==> src/design/tpd_pkg.sv <==
// ----------------------------------------------------------------------------
// tpd_pkg: shared types and constants of the three-axis PID drive
// Sequencer states, arithmetic unit handshakes, register indexes and the
// fixed-point constants of the controller.
// ----------------------------------------------------------------------------
package tpd_pkg;

   typedef enum logic [3:0] {
      ST_IDLE,
      ST_ERR,
      ST_INTEG,
      ST_P,
      ST_I,
      ST_IDIV,
      ST_D1,
      ST_D2,
      ST_DDIV,
      ST_NEXT,
      ST_HEAD,
      ST_HDIV,
      ST_OUT,
      ST_OWAIT,
      ST_SEND
   } state_type;

   typedef struct packed {
      logic        start;
      logic [63:0] a;
      logic [19:0] b;
   } mul_req_type;

   typedef struct packed {
      logic        done;
      logic [63:0] product;
   } mul_rsp_type;

   typedef struct packed {
      logic        start;
      logic [63:0] num;
      logic [31:0] den;
   } div_req_type;

   typedef struct packed {
      logic        done;
      logic [63:0] quot;
   } div_rsp_type;

   localparam logic [1:0] REG_KP = 2'd0;
   localparam logic [1:0] REG_KI = 2'd1;
   localparam logic [1:0] REG_KD = 2'd2;

   localparam logic [15:0] KP_RESET = 16'd98;
   localparam logic [15:0] KI_RESET = 16'd86;
   localparam logic [15:0] KD_RESET = 16'd0;

   localparam logic [31:0] I_DIVISOR    = 32'd4096000000;
   localparam logic [19:0] US_PER_S     = 20'd1000000;
   localparam logic [31:0] HEAD_DIVISOR = 32'd225;
   localparam logic [63:0] Q_ONE        = 64'd16384;

endpackage

==> src/design/tpd_mul.sv <==
// ----------------------------------------------------------------------------
// tpd_mul: bit-serial shift-add multiplier
// Unsigned product of a 64-bit multiplicand and a 20-bit multiplier, one
// multiplier bit per cycle; finishes as soon as the remaining bits are zero.
// ----------------------------------------------------------------------------
module tpd_mul (
   input  logic                 clock,
   input  logic                 reset,
   input  tpd_pkg::mul_req_type req,
   output tpd_pkg::mul_rsp_type rsp
);
   import tpd_pkg::*;

   logic [63:0] a_ff, a_in;
   logic [19:0] b_ff, b_in;
   logic [63:0] acc_ff, acc_in;
   logic        busy_ff, busy_in;
   logic        done_ff, done_in;

   always_comb begin
      a_in    = a_ff;
      b_in    = b_ff;
      acc_in  = acc_ff;
      busy_in = busy_ff;
      done_in = 1'b0;
      if (req.start) begin
         a_in    = req.a;
         b_in    = req.b;
         acc_in  = '0;
         busy_in = 1'b1;
      end else if (busy_ff) begin
         if (b_ff == '0) begin
            busy_in = 1'b0;
            done_in = 1'b1;
         end else begin
            if (b_ff[0]) begin
               acc_in = acc_ff + a_ff;
            end
            a_in = {a_ff[62:0], 1'b0};
            b_in = {1'b0, b_ff[19:1]};
         end
      end
   end

   always_ff @(posedge clock) begin
      a_ff   <= a_in;
      b_ff   <= b_in;
      acc_ff <= acc_in;
      if (reset) begin
         busy_ff <= 1'b0;
         done_ff <= 1'b0;
      end else begin
         busy_ff <= busy_in;
         done_ff <= done_in;
      end
   end

   assign rsp.done    = done_ff;
   assign rsp.product = acc_ff;

endmodule

==> src/design/tpd_div.sv <==
// ----------------------------------------------------------------------------
// tpd_div: bit-serial restoring divider
// Unsigned 64-bit by 32-bit division, one quotient bit per cycle.
// ----------------------------------------------------------------------------
module tpd_div (
   input  logic                 clock,
   input  logic                 reset,
   input  tpd_pkg::div_req_type req,
   output tpd_pkg::div_rsp_type rsp
);
   import tpd_pkg::*;

   logic [63:0] num_ff, num_in;
   logic [31:0] rem_ff, rem_in;
   logic [31:0] den_ff, den_in;
   logic [5:0]  cnt_ff, cnt_in;
   logic        busy_ff, busy_in;
   logic        done_ff, done_in;
   logic [32:0] trial;
   logic [32:0] diff;

   assign trial = {rem_ff, num_ff[63]};
   assign diff  = trial - {1'b0, den_ff};

   always_comb begin
      num_in  = num_ff;
      rem_in  = rem_ff;
      den_in  = den_ff;
      cnt_in  = cnt_ff;
      busy_in = busy_ff;
      done_in = 1'b0;
      if (req.start) begin
         num_in  = req.num;
         rem_in  = '0;
         den_in  = req.den;
         cnt_in  = '0;
         busy_in = 1'b1;
      end else if (busy_ff) begin
         // The partial remainder stays below the divisor, so 32 bits hold it.
         if (!diff[32]) begin
            rem_in = diff[31:0];
            num_in = {num_ff[62:0], 1'b1};
         end else begin
            rem_in = trial[31:0];
            num_in = {num_ff[62:0], 1'b0};
         end
         cnt_in = cnt_ff + 6'd1;
         if (cnt_ff == 6'd63) begin
            busy_in = 1'b0;
            done_in = 1'b1;
         end
      end
   end

   always_ff @(posedge clock) begin
      num_ff <= num_in;
      rem_ff <= rem_in;
      den_ff <= den_in;
      cnt_ff <= cnt_in;
      if (reset) begin
         busy_ff <= 1'b0;
         done_ff <= 1'b0;
      end else begin
         busy_ff <= busy_in;
         done_ff <= done_in;
      end
   end

   assign rsp.done = done_ff;
   assign rsp.quot = num_ff;

endmodule

==> src/design/three_axis_pid_drive_with_heading_hold.sv <==
// An enabled word runs through serial divisions (one or two per axis, one for
// heading hold, three output scalings) and bit-serial multiplies that last as
// long as their operand bits. Words are taken only while the sequencer is idle, so
// an enabled word must reach the output register; a disabled word leaves it idle.
// Reset (synchronous, active high) clears speeds, errors, integrals, held
// heading and enable history, and loads the default gains.
// ----------------------------------------------------------------------------
// three_axis_pid_drive_with_heading_hold: incremental PID drive, three axes
// A sequencer runs one PID update per axis on a shared serial multiplier and
// divider, applies heading hold to rotation and scales the outputs.
// ----------------------------------------------------------------------------
module three_axis_pid_drive_with_heading_hold (
   input  logic         clock,
   input  logic         reset,
   input  logic         req_tvalid,
   output logic         req_tready,
   // strafe[15:0], forward[31:16], rotate[47:32], heading[79:48],
   // elapsed_us[99:80], full_speed[100], drive_enabled[101], zero pad
   input  logic [103:0] req_tdata,
   output logic         rsp_tvalid,
   input  logic         rsp_tready,
   // drive_strafe[15:0], drive_forward[31:16], drive_rotate[47:32]
   output logic [47:0]  rsp_tdata,
   input  logic         csr_wr_en,
   input  logic [1:0]   csr_addr,
   input  logic [15:0]  csr_wr_data
);
   import tpd_pkg::*;

   state_type state_ff, state_in;
   logic [1:0]         ax_ff, ax_in;
   logic signed [15:0] sx_ff, sx_in, fy_ff, fy_in, rz_ff, rz_in;
   logic signed [31:0] hd_ff, hd_in, held_ff, held_in;
   logic [19:0]        dt_ff, dt_in;
   logic               full_ff, full_in;
   logic               was_en_ff, was_en_in;
   logic signed [15:0] e_ff, e_in;
   logic signed [16:0] delta_ff, delta_in;
   logic signed [63:0] acc_ff, acc_in, corr_ff, corr_in;
   logic               neg_ff, neg_in;
   logic signed [15:0] speed_ff [3];
   logic signed [15:0] speed_in [3];
   logic signed [15:0] prev_ff [3];
   logic signed [15:0] prev_in [3];
   logic signed [47:0] integ_ff [3];
   logic signed [47:0] integ_in [3];
   logic [15:0]        ores_ff [3];
   logic [15:0]        ores_in [3];
   logic [15:0]        kp_ff, kp_in, ki_ff, ki_in, kd_ff, kd_in;
   logic               rsp_valid_ff, rsp_valid_in;
   logic [47:0]        rsp_data_ff, rsp_data_in;

   mul_req_type mul_req;
   mul_rsp_type mul_rsp;
   div_req_type div_req;
   div_rsp_type div_rsp;

   logic               req_acc;
   logic signed [15:0] cmd_sel, spd_sel;
   logic signed [17:0] diff18;
   logic signed [15:0] e_sat;
   logic signed [63:0] mul_signed, div_signed;
   logic signed [48:0] integ_sum;
   logic signed [63:0] speed_sum;
   logic signed [15:0] speed_clamped;
   logic signed [32:0] head_diff;
   logic [32:0]        head_mag;
   logic               hold;
   logic [14:0]        spd_mag;

   tpd_mul u_mul (.clock(clock), .reset(reset), .req(mul_req), .rsp(mul_rsp));
   tpd_div u_div (.clock(clock), .reset(reset), .req(div_req), .rsp(div_rsp));

   assign req_tready = (state_ff == ST_IDLE);
   assign req_acc    = req_tvalid && req_tready;
   assign rsp_tvalid = rsp_valid_ff;
   assign rsp_tdata  = rsp_data_ff;

   always_comb begin
      unique case (ax_ff)
         2'd0:    begin cmd_sel = sx_ff; spd_sel = speed_ff[0]; end
         2'd1:    begin cmd_sel = fy_ff; spd_sel = speed_ff[1]; end
         default: begin cmd_sel = rz_ff; spd_sel = speed_ff[2]; end
      endcase
   end

   assign diff18 = {{2{cmd_sel[15]}}, cmd_sel} - {{2{spd_sel[15]}}, spd_sel};
   always_comb begin
      if (diff18 > 18'sd32767) begin
         e_sat = 16'sh7FFF;
      end else if (diff18 < -18'sd32768) begin
         e_sat = 16'sh8000;
      end else begin
         e_sat = diff18[15:0];
      end
   end

   assign mul_signed = neg_ff ? -$signed(mul_rsp.product) : $signed(mul_rsp.product);
   assign div_signed = neg_ff ? -$signed(div_rsp.quot) : $signed(div_rsp.quot);
   assign integ_sum  = {integ_ff[ax_ff][47], integ_ff[ax_ff]} + mul_signed[48:0];

   assign speed_sum = {{48{spd_sel[15]}}, spd_sel} + acc_ff
                      + ((ax_ff == 2'd2) ? corr_ff : 64'sd0);
   always_comb begin
      if (speed_sum > $signed(Q_ONE)) begin
         speed_clamped = 16'sd16384;
      end else if (speed_sum < -$signed(Q_ONE)) begin
         speed_clamped = -16'sd16384;
      end else begin
         speed_clamped = speed_sum[15:0];
      end
   end

   assign head_diff = {held_ff[31], held_ff} - {hd_ff[31], hd_ff};
   assign head_mag  = head_diff[32] ? 33'(-head_diff) : 33'(head_diff);
   assign hold = (sx_ff >= -16'sd1310) && (sx_ff <= 16'sd1310)
              && (rz_ff >= -16'sd163) && (rz_ff <= 16'sd163)
              && ((fy_ff > 16'sd8192) || (fy_ff < -16'sd8192));
   assign spd_mag = spd_sel[15] ? 15'(-spd_sel) : spd_sel[14:0];

   // Next state.
   always_comb begin
      state_in = state_ff;
      unique case (state_ff)
         ST_IDLE:  if (req_acc && req_tdata[101]) state_in = ST_ERR;
         ST_ERR:   state_in = ST_INTEG;
         ST_INTEG: if (mul_rsp.done) state_in = ST_P;
         ST_P:     if (mul_rsp.done) state_in = ST_I;
         ST_I:     if (mul_rsp.done) state_in = ST_IDIV;
         ST_IDIV: begin
            if (div_rsp.done) state_in = (dt_ff != '0) ? ST_D1 : ST_NEXT;
         end
         ST_D1:    if (mul_rsp.done) state_in = ST_D2;
         ST_D2:    if (mul_rsp.done) state_in = ST_DDIV;
         ST_DDIV:  if (div_rsp.done) state_in = ST_NEXT;
         ST_NEXT: begin
            priority case (ax_ff)
               2'd0:    state_in = ST_ERR;
               2'd1:    state_in = ST_HEAD;
               default: state_in = ST_OUT;
            endcase
         end
         ST_HEAD:  state_in = hold ? ST_HDIV : ST_ERR;
         ST_HDIV:  if (div_rsp.done) state_in = ST_ERR;
         ST_OUT:   state_in = ST_OWAIT;
         ST_OWAIT: if (div_rsp.done) state_in = (ax_ff == 2'd2) ? ST_SEND : ST_OUT;
         ST_SEND:  if (!rsp_valid_ff || rsp_tready) state_in = ST_IDLE;
         default:  state_in = ST_IDLE;
      endcase
   end

   // Datapath and unit requests.
   always_comb begin
      ax_in     = ax_ff;
      sx_in     = sx_ff;
      fy_in     = fy_ff;
      rz_in     = rz_ff;
      hd_in     = hd_ff;
      dt_in     = dt_ff;
      full_in   = full_ff;
      held_in   = held_ff;
      was_en_in = was_en_ff;
      e_in      = e_ff;
      delta_in  = delta_ff;
      acc_in    = acc_ff;
      corr_in   = corr_ff;
      neg_in    = neg_ff;
      speed_in  = speed_ff;
      prev_in   = prev_ff;
      integ_in  = integ_ff;
      ores_in   = ores_ff;
      kp_in     = kp_ff;
      ki_in     = ki_ff;
      kd_in     = kd_ff;
      rsp_data_in  = rsp_data_ff;
      rsp_valid_in = rsp_valid_ff && !rsp_tready;
      mul_req   = '0;
      div_req   = '0;

      if (csr_wr_en) begin
         unique case (csr_addr)
            REG_KP:  kp_in = csr_wr_data;
            REG_KI:  ki_in = csr_wr_data;
            REG_KD:  kd_in = csr_wr_data;
            default: ;
         endcase
      end

      unique case (state_ff)
         ST_IDLE: begin
            if (req_acc) begin
               sx_in   = req_tdata[15:0];
               fy_in   = req_tdata[31:16];
               rz_in   = req_tdata[47:32];
               hd_in   = req_tdata[79:48];
               dt_in   = req_tdata[99:80];
               full_in = req_tdata[100];
               ax_in   = 2'd0;
               corr_in = '0;
               if (req_tdata[101]) begin
                  if (!was_en_ff) held_in = req_tdata[79:48];
                  was_en_in = 1'b1;
               end else begin
                  was_en_in = 1'b0;
               end
            end
         end
         ST_ERR: begin
            e_in     = e_sat;
            delta_in = {e_sat[15], e_sat} - {prev_ff[ax_ff][15], prev_ff[ax_ff]};
            neg_in   = prev_ff[ax_ff][15];
            mul_req.start = 1'b1;
            mul_req.a = 64'(prev_ff[ax_ff][15] ? 17'(-{prev_ff[ax_ff][15], prev_ff[ax_ff]})
                                               : 17'({1'b0, prev_ff[ax_ff]}));
            mul_req.b = dt_ff;
         end
         ST_INTEG: begin
            if (mul_rsp.done) begin
               if (integ_sum[48] != integ_sum[47]) begin
                  integ_in[ax_ff] = integ_sum[48] ? {1'b1, 47'd0} : {1'b0, {47{1'b1}}};
               end else begin
                  integ_in[ax_ff] = integ_sum[47:0];
               end
               neg_in = e_ff[15];
               mul_req.start = 1'b1;
               mul_req.a = 64'(e_ff[15] ? 17'(-{e_ff[15], e_ff}) : 17'({1'b0, e_ff}));
               mul_req.b = {4'd0, kp_ff};
            end
         end
         ST_P: begin
            if (mul_rsp.done) begin
               acc_in = neg_ff ? -$signed({12'd0, mul_rsp.product[63:12]})
                               : $signed({12'd0, mul_rsp.product[63:12]});
               neg_in = integ_ff[ax_ff][47];
               mul_req.start = 1'b1;
               // The magnitude of the most negative integral needs all 48 bits unsigned.
               mul_req.a = {16'd0, (integ_ff[ax_ff][47] ? 48'(-integ_ff[ax_ff])
                                                        : 48'(integ_ff[ax_ff]))};
               mul_req.b = {4'd0, ki_ff};
            end
         end
         ST_I: begin
            if (mul_rsp.done) begin
               div_req.start = 1'b1;
               div_req.num   = mul_rsp.product;
               div_req.den   = I_DIVISOR;
            end
         end
         ST_IDIV: begin
            if (div_rsp.done) begin
               acc_in = acc_ff + div_signed;
               if (dt_ff != '0) begin
                  neg_in = delta_ff[16];
                  mul_req.start = 1'b1;
                  mul_req.a = 64'(delta_ff[16] ? 17'(-delta_ff) : 17'(delta_ff));
                  mul_req.b = {4'd0, kd_ff};
               end
            end
         end
         ST_D1: begin
            if (mul_rsp.done) begin
               mul_req.start = 1'b1;
               mul_req.a     = mul_rsp.product;
               mul_req.b     = US_PER_S;
            end
         end
         ST_D2: begin
            if (mul_rsp.done) begin
               div_req.start = 1'b1;
               div_req.num   = mul_rsp.product;
               div_req.den   = {dt_ff, 12'd0};
            end
         end
         ST_DDIV: begin
            if (div_rsp.done) acc_in = acc_ff + div_signed;
         end
         ST_NEXT: begin
            speed_in[ax_ff] = speed_clamped;
            prev_in[ax_ff]  = e_ff;
            priority case (ax_ff)
               2'd0:    ax_in = 2'd1;
               2'd1:    ax_in = 2'd1;
               default: ax_in = 2'd0;
            endcase
         end
         ST_HEAD: begin
            if (hold) begin
               neg_in = head_diff[32];
               div_req.start = 1'b1;
               div_req.num   = 64'({head_mag, 3'd0});
               div_req.den   = HEAD_DIVISOR;
            end else begin
               held_in = hd_ff;
               corr_in = '0;
               ax_in   = 2'd2;
            end
         end
         ST_HDIV: begin
            if (div_rsp.done) begin
               corr_in = div_signed;
               ax_in   = 2'd2;
            end
         end
         ST_OUT: begin
            neg_in = spd_sel[15];
            div_req.start = 1'b1;
            if (ax_ff == 2'd0) begin
               div_req.num = full_ff ? 64'({spd_mag, 2'd0} + {1'b0, spd_mag, 1'b0})
                                     : 64'({1'b0, spd_mag, 1'b0} + {2'd0, spd_mag});
               div_req.den = 32'd5;
            end else begin
               div_req.num = 64'({spd_mag, 3'd0} + {3'd0, spd_mag});
               div_req.den = full_ff ? 32'd10 : 32'd20;
            end
         end
         ST_OWAIT: begin
            if (div_rsp.done) begin
               if ((ax_ff == 2'd0) && (div_signed > $signed(Q_ONE))) begin
                  ores_in[ax_ff] = 16'd16384;
               end else begin
                  ores_in[ax_ff] = div_signed[15:0];
               end
               if (ax_ff != 2'd2) ax_in = ax_ff + 2'd1;
            end
         end
         ST_SEND: begin
            if (!rsp_valid_ff || rsp_tready) begin
               rsp_data_in  = {ores_ff[2], ores_ff[1], ores_ff[0]};
               rsp_valid_in = 1'b1;
            end
         end
         default: ;
      endcase
   end

   always_ff @(posedge clock) begin
      sx_ff    <= sx_in;
      fy_ff    <= fy_in;
      rz_ff    <= rz_in;
      hd_ff    <= hd_in;
      dt_ff    <= dt_in;
      full_ff  <= full_in;
      e_ff     <= e_in;
      delta_ff <= delta_in;
      acc_ff   <= acc_in;
      corr_ff  <= corr_in;
      neg_ff   <= neg_in;
      ores_ff  <= ores_in;
      rsp_data_ff <= rsp_data_in;
      if (reset) begin
         state_ff     <= ST_IDLE;
         ax_ff        <= 2'd0;
         held_ff      <= '0;
         was_en_ff    <= 1'b0;
         speed_ff     <= '{default: '0};
         prev_ff      <= '{default: '0};
         integ_ff     <= '{default: '0};
         kp_ff        <= KP_RESET;
         ki_ff        <= KI_RESET;
         kd_ff        <= KD_RESET;
         rsp_valid_ff <= 1'b0;
      end else begin
         state_ff     <= state_in;
         ax_ff        <= ax_in;
         held_ff      <= held_in;
         was_en_ff    <= was_en_in;
         speed_ff     <= speed_in;
         prev_ff      <= prev_in;
         integ_ff     <= integ_in;
         kp_ff        <= kp_in;
         ki_ff        <= ki_in;
         kd_ff        <= kd_in;
         rsp_valid_ff <= rsp_valid_in;
      end
   end

endmodule

==> config.mk <==
export PLATFORM = sky130hd
export DESIGN_NAME = three_axis_pid_drive_with_heading_hold
export DESIGN_NICKNAME = d
export VERILOG_FILES = /design/src/design/tpd_pkg.sv /design/src/design/tpd_mul.sv /design/src/design/tpd_div.sv /design/src/design/three_axis_pid_drive_with_heading_hold.sv
export SDC_FILE = /design/constraint.sdc
export NUM_CORES = 2
export LEC_CHECK = 0
export BUFFER_PORTS_ARGS = -buffer_cell sky130_fd_sc_hd__buf_2
export CAP_MARGIN = 20
export CORE_MARGIN = 2
export CORE_UTILIZATION = 31
export CTS_CLUSTER_SIZE = 24
export DETAILED_ROUTE_END_ITERATION = 7
export SLEW_MARGIN = 10
export SYNTH_ARGS = -nofsm -noshare
export SYNTH_HDL_FRONTEND = slang
export SYNTH_SLANG_ARGS = --single-unit
==> constraint.sdc <==
create_clock -name clock -period 27.2 [get_ports clock]
set_input_delay 2.72 -clock clock [delete_from_list [all_inputs] [get_ports clock]]
set_output_delay 2.72 -clock clock [all_outputs]
set_load 0.1 [all_outputs]
# --- Word-level counts from Yosys, hierarchy flattened ---
# Index checks and enable logic that the tools add are counted.
op_classes:
  add_sub_neg: 23
  mul: 0
  div: 0
  magnitude_cmp: 13
  eq_ne: 41
  n_shift: 0
  n_mux: 109
  bitwise: 7
  reduce_logical: 44
ops:
  columns: ["op", "count"]
  rows:
  - ["two-way mux 64 bit", 14]
  - ["two-way mux 85 bit", 5]
  - ["case mux 85 bit (5 select lines)", 1]
  - ["case mux 97 bit (4 select lines)", 1]
  - ["two-way mux 97 bit", 3]
  - ["bitwise mux 144 bit", 2]
  - ["two-way mux 48 bit", 6]
  - ["adder 64 bit", 4]
  - ["case mux 64 bit (3 select lines)", 1]
  - ["two-way mux 32 bit", 5]
  - ["bitwise mux 48 bit", 3]
  - ["two-way mux 144 bit", 1]
  - ["greater-than comparator 64 x 16 -> 1 bit (second input constant)", 2]
  - ["case mux 64 bit (2 select lines)", 1]
  - ["two-way mux 16 bit", 7]
  - ["binary-select mux 48 bit (select 2 bit)", 1]
  - ["demux 48 bit (select 2 bit)", 1]
  - ["less-than comparator 64 x 15 -> 1 bit (second input constant)", 1]
  - ["negator 52 -> 64 bit", 1]
  - ["negator 64 bit", 1]
  - ["case mux 16 bit (2 select lines)", 2]
  - ["case mux 32 bit (2 select lines)", 1]
  - ["two-way mux 20 bit", 3]
  - ["case mux 4 bit (15 select lines)", 1]
  - ["other kinds (73)", 169]
totals:
  register_bits: 973
  latchBits: 0
  ramBits: 0
  rom_bits: 0
  in_bits: 127
  out_inout_bits: 50
  wordCells: 280
  n_memories: 0

# --- Depth between registers and ports, before layout ---
depth:
  word_depth: 10
  depth_mapped: 43
  ltp_nobuf: 31

# --- Hierarchy ---
# From an unflattened synthesis, not the netlist that was laid out.
hier_totals:
  cells_unflattened: 8204
  area_unflattened_um2: 70556.4
modules_own_cells:
  columns: ["module", "n_inst", "cells_per_inst", "area_per_inst_um2", "seq_area_each_um2"]
  rows:
  - ["three_axis_pid_drive_with_heading_hold", 1, 6531, 53761.6, 17346.6]
  - ["tpd_mul", 1, 1023, 9643.0, 3843.7]
  - ["tpd_div", 1, 650, 7151.9, 3683.5]

# --- Worst setup path before layout ---
# OpenSTA, ideal clock, no wires.
synth_timing:
  path_type: "reg2reg"
  from: "register ax_ff[0]"
  to: "register speed_ff[46] (netlist name)"
  arrival_time_ps: 10731
  t_required_ps: 27080
  path_slack_ps: 16349
  stages_incl_launch_ff: 35
  n_path_buf: 11
  period_less_slack_ps: 10851
  cell_sequence: "dfxtp_1 > buf_2 > buf_2 > buf_2 > buf_2 > buf_2 > buf_2 > buf_2 > inv_1 > ha_1 > clkbuf_1 > clkbuf_1 > a22o_1 > a21o_1 > inv_1 > clkbuf_1 > fa_1 > inv_1 > ha_1 > a21oi_1 > nand2_1 > o21bai_1 > a221oi_2 > o31a_1 > o21a_1 > o21ai_1 > a41oi_2 > o22ai_1 > o41ai_1 > xnor2_1 > or4_1 > nor4_1 > a21oi_1 > buf_2 > o31a_1"
synth_via:
  elab_chain_cells: 8
  word_cells_on_any_way: 18
  cone_classes: "2 x add/sub; 4 x order compare; 2 x eq/ne; 7 x mux; 1 x bitwise; 2 x reduce/logical"
synth_lines:
  columns: ["item", "line_no", "source"]
  rows:
  - ["start, declared", "three_axis_pid_drive_with_heading_hold.sv:31", "logic [1:0] ax_ff, ax_in;"]
  - ["start signal, assigned", "three_axis_pid_drive_with_heading_hold.sv:364", "ax_ff <= ax_in;"]
  - ["equality test 2 x 1 -> 1 bit / zero test 2 bit (equally long branches)", "three_axis_pid_drive_with_heading_hold.sv:80", "unique case (ax_ff)"]
  - ["case mux 16 bit (2 select lines)", "three_axis_pid_drive_with_heading_hold.sv:80", null]
  - ["adder 64 bit", "three_axis_pid_drive_with_heading_hold.sv:102", "assign speed_sum = {{48{spd_sel[15]}}, spd_sel} + acc_ff"]
  - ["adder 64 bit", "three_axis_pid_drive_with_heading_hold.sv:103", "+ ((ax_ff == 2'd2) ? corr_ff : 64'sd0);"]
  - ["less-than comparator 64 x 15 -> 1 bit", "three_axis_pid_drive_with_heading_hold.sv:107", "end else if (speed_sum < -$signed(Q_ONE)) begin"]
  - ["two-way mux 16 bit", "three_axis_pid_drive_with_heading_hold.sv:107", null]
  - ["two-way mux 16 bit", "three_axis_pid_drive_with_heading_hold.sv:105", "if (speed_sum > $signed(Q_ONE)) begin"]
  - ["bitwise mux 48 bit *", "three_axis_pid_drive_with_heading_hold.sv:278", "speed_in[ax_ff] = speed_clamped;"]
  - ["end signal, assigned", "three_axis_pid_drive_with_heading_hold.sv:367", "speed_ff <= speed_in;"]
  - ["end, declared", "three_axis_pid_drive_with_heading_hold.sv:41", "logic signed [15:0] speed_ff [3];"]
# Every way passes the cells marked *; elsewhere a longest branch is shown, timed or not.
# A chain may end at the register's enable or synchronous reset.

# --- Worst setup path in the final report ---
layout_timing:
  from: "register ax_ff[1]"
  to: "register speed_ff[3] (netlist name)"
# The elaborated chain is that of the path after synthesis.

==> impl_results.md <==
* Status: complete, no violations
* Drt total wl at 210 mm
* Warnings, synthesis at 0
* CTS tree: built
* Synth Area per Inst at 8.74 um^2
* Clk_lat worst skew at 0.79 ns
* Most common cell in the netlist: nand2_1
* Xor/xnor share of the synthesized area at 0.0779
* Syn_nets at 8218
* Hold path start: ores_ff[39]$_DFFE_PP_
* Hold-fix buffers, CTS at 0
* Post-route DRC at 0
* Initial Util at 0.312
* Fin util at 0.347
* Final #Nets at 8148
* Worst min path class: reg2reg
* Flops & latches, synth at 966
* Simple-Gate Fraction of Synth Area at 0.162
* Post-Synth Adder-Cell Area at 0.0908
* Largest net degree at the start of global routing at 164
* Rel. slew slack at 0.218
* Core region area at 0.215 mm^2
* Crit Path Class: reg2reg
* Syn Inst Count at 7652
* Chip width at 468 um
* First-pass GRT wire length at 322 mm
* Worst-margin pin slew at 1.16 ns
* Worst-path clk slew at 0.06 ns
* Final Critical Period at 9.51 ns
* Hpwl dp at 156 mm
* Placed cell count at 10300
* Seq/Total Area, Yosys at 0.369
* Routed vias at 57300
* Reg power frac at 0.309
* Worst EP arrival at 10.16 ns
* Most frequent cells after synthesis: nand2_1 (916), nor2_1 (614), a21oi_1 (578)
* Clock power frac at 0.226
* Post-synthesis mux area share at 0.0231
* Synth unique cells at 101
* Final slew viol count at 0
* Max-cap violation count at 0
* # port buffers at 174
* Synthesized cell area at 0.0669 mm^2
* Clock Root Buffer: clkbuf_16
* RSZ-0062 raised after global routing: no
* Worst EP required at 27.86 ns
* Worst R2R Start: ax_ff[1]$_SDFFE_PP0P_
* Hold Path Sink: rsp_tdata[7]$_DFFE_PP_
* Post-CTS Resized at 0
* Placer congestion estimate at 0.928
* Gate power share at 0.465
* Hold Fails Final Rpt at 0
* Vias in the first global route at 54600
* Yosys top cell by area: edfxtp_1
* Total congestion overflow at 0
* Cell Pwr Density at 94.1 mW/mm^2
* H-tree depth at 3
* Sum Neg Setup Slack at 0 ns
* Fin cells at 10500
* Pre-antenna DRT Iters at 7
* Fillers at 21800
* I/O Pins at 177
* Crit path launch type: flip-flop
* Initial antenna violation count at 23
* DR iter-0 viols at 5337
* Post-synth top area share at 0.239
* Leak at 29.6 nW
* Top cells by area, synth: edfxtp_1 (24%), dfxtp_1 (13%), ha_1 (6.8%)
* Detail Route Antenna Nets at 0
* Setup violations, final at 0
* Post-synth EDFFs at 532
* Hold depth at 0
* Complex-gate fraction of the synthesized area at 0.226
* Die Y-Extent at 468 um
* Sw power at 3.08 mW
* CTS sink count at 966
* Top_reg_cell synth: edfxtp_1
* WL per Instance at 20.0 um
* Vias/cell at 5.45
* CP Max Fanout at 45
* Crit. End Element: flip-flop
* R2r endpoint: speed_ff[3]$_SDFFE_PP0P_
* Sw Ratio at 0.440
* Final Cycle Share at 0.350
* Internal at 3.92 mW
* Layout area overhead at 11.2%
* FFs w/ async S/R, synth at 0
* # rows at 170
* Fraction of layout cells with a size suffix above 1 at 0.0742
* Fmax at 105 MHz
* Peak supply drop at 0.0000836 V
* Max clock buf depth at 3
* GRT Overall Usage at 0.185
* Clock Skew at 0.0524 ns
* R2R setup slack at 17.69 ns
* Number of buffers created by CTS at 111
* Largest family of logic cells by synthesized area: compound AO/OA/AOI/OAI gates
* Die area at 0.219 mm^2
* Worst Reg-to-Reg Cells at 26
* Post-CTS setup buffers at 0
flip-flops by register name, indices dropped and copies added, names as in the netlist, 16 cells and up:
register,count
integ_ff,144
acc_ff,64
corr_ff,64
u_div.num_ff,64
u_mul.a_ff,64
u_mul.acc_ff,64
ores_ff,48
prev_ff,48
rsp_tdata,48
speed_ff,48
hd_ff,32
held_ff,32
u_div.rem_ff,32
u_div.den_ff,25
dt_ff,20
u_mul.b_ff,20
delta_ff,17
e_ff,16
fy_ff,16
kd_ff,16
ki_ff,16
kp_ff,16
rz_ff,16
sx_ff,16
layout make-up:
cell class,count,area (um^2),area share
antenna,1,2.50,0.0000336
clock buffer,148,3150,0.0423
clock inverter,60,724,0.00974
inverter,443,1660,0.0224
multi-input combinational,5792,39000,0.525
sequential,966,24700,0.332
tap,2838,3550,0.0477
timing repair buffer,268,1600,0.0215
metal layers:
metal | global-route usage | vias up | share of wire
met5 | 0 | - | 0.000062
li1 | - | 27600 | -
met1 | 0.264 | 27500 | 0.47
met3 | 0.0195 | 296 | 0.063
met2 | 0.294 | 1929 | 0.44
met4 | 0.0543 | 2 | 0.027
power groups by stage:
stage / clock network [mW] / registers [mW] / logic (mW)
finish: 1.58 / 2.16 / 3.26
CTS: 1.62 / 2.16 / 3.20
global placement: 0 / 2.18 / 3.14
detailed placement: 0 / 2.19 / 3.18
global route: 1.67 / 2.19 / 3.55
floorplan: 0 / 2.05 / 2.30
stage by stage:
stage | setup WS (ns) | instance area (um^2) | power (mW) | hold WS (ns)
floorplan | 16.35 | 66900 | 4.35 | 0.400
global placement | 17.70 | 70500 | 5.32 | 0.404
detailed placement | 17.60 | 70500 | 5.37 | 0.414
CTS | 17.54 | 74400 | 6.98 | 0.429
global route | 17.05 | 74400 | 7.41 | 0.442
finish | 17.69 | 74400 | 7.00 | 0.426
logic make-up after synthesis:
logic type,Yosys count
flip-flops,966
buffers and inverters,894
adder cells (fa/ha/maj),442
AO/OA/AOI/OAI,2252
XOR/XNOR,595
AND/OR/NAND/NOR,2349
multiplexers,154
critical path, cell delays in order, from the launching register on:
cell       delay, ns
dfxtp_2         0.83
inv_1           0.33
ha_2            0.51
buf_4           0.42
a22o_1          0.30
a21oi_1         0.46
inv_1           0.13
fa_1            0.48
ha_1            0.25
fa_1            0.41
a21oi_1         0.22
a2bb2oi_1       0.40
a211oi_1        0.13
buf_4           0.18
a221oi_2        0.34
o31a_1          0.34
o21a_1          0.22
o21ai_1         0.17
a41oi_2         0.32
o22ai_1         0.18
o41ai_1         0.49
xnor2_2         0.36
or4_1           0.64
nor4_1          0.39
a21oi_4         0.10
buf_4           0.27
o41ai_1         0.37
how the worst max path moves through the flow:
stage	startpoint	end	slack, ns	cells after the start
after floorplan	ax_ff[0]$_SDFFE_PP0P_	speed_ff[46]$_SDFFE_PP0P_	16.35	34
after global placement	ax_ff[1]$_SDFFE_PP0P_	speed_ff[14]$_SDFFE_PP0P_	17.70	26
after detailed placement	ax_ff[1]$_SDFFE_PP0P_	speed_ff[3]$_SDFFE_PP0P_	17.60	26
after CTS	ax_ff[1]$_SDFFE_PP0P_	speed_ff[3]$_SDFFE_PP0P_	17.54	26
after global routing	ax_ff[1]$_SDFFE_PP0P_	speed_ff[3]$_SDFFE_PP0P_	17.05	26
final	ax_ff[1]$_SDFFE_PP0P_	speed_ff[3]$_SDFFE_PP0P_	17.69	26
cells in the final DEF (no fill, tap or decap), types with 56 or more instances in the layout:
cell type | synthesis | layout
a221oi_1 | 64 | 64
buf_2 | 21 | 173
or3_1 | 56 | 56
a221o_1 | 148 | 148
edfxtp_1 | 532 | 532
a21oi_1 | 578 | 574
ha_1 | 366 | 363
mux2i_1 | 151 | 151
o21bai_1 | 57 | 56
o31ai_1 | 73 | 71
nand4_1 | 59 | 59
nor2_1 | 614 | 606
fa_1 | 73 | 73
xnor2_1 | 367 | 366
buf_4 | 6 | 91
nand3_1 | 125 | 124
xor2_1 | 228 | 228
a31oi_1 | 74 | 74
a21o_1 | 217 | 217
nand2b_1 | 78 | 77
and2_1 | 62 | 60
nor2b_1 | 87 | 87
nor3_1 | 99 | 94
o21a_1 | 56 | 56
inv_1 | 442 | 441
nand2_1 | 916 | 914
clkbuf_16 | 0 | 118
a211oi_1 | 107 | 107
dfxtp_1 | 434 | 431
o21ai_0 | 456 | 454
Note: power is estimated with default switching activity, not from simulation.
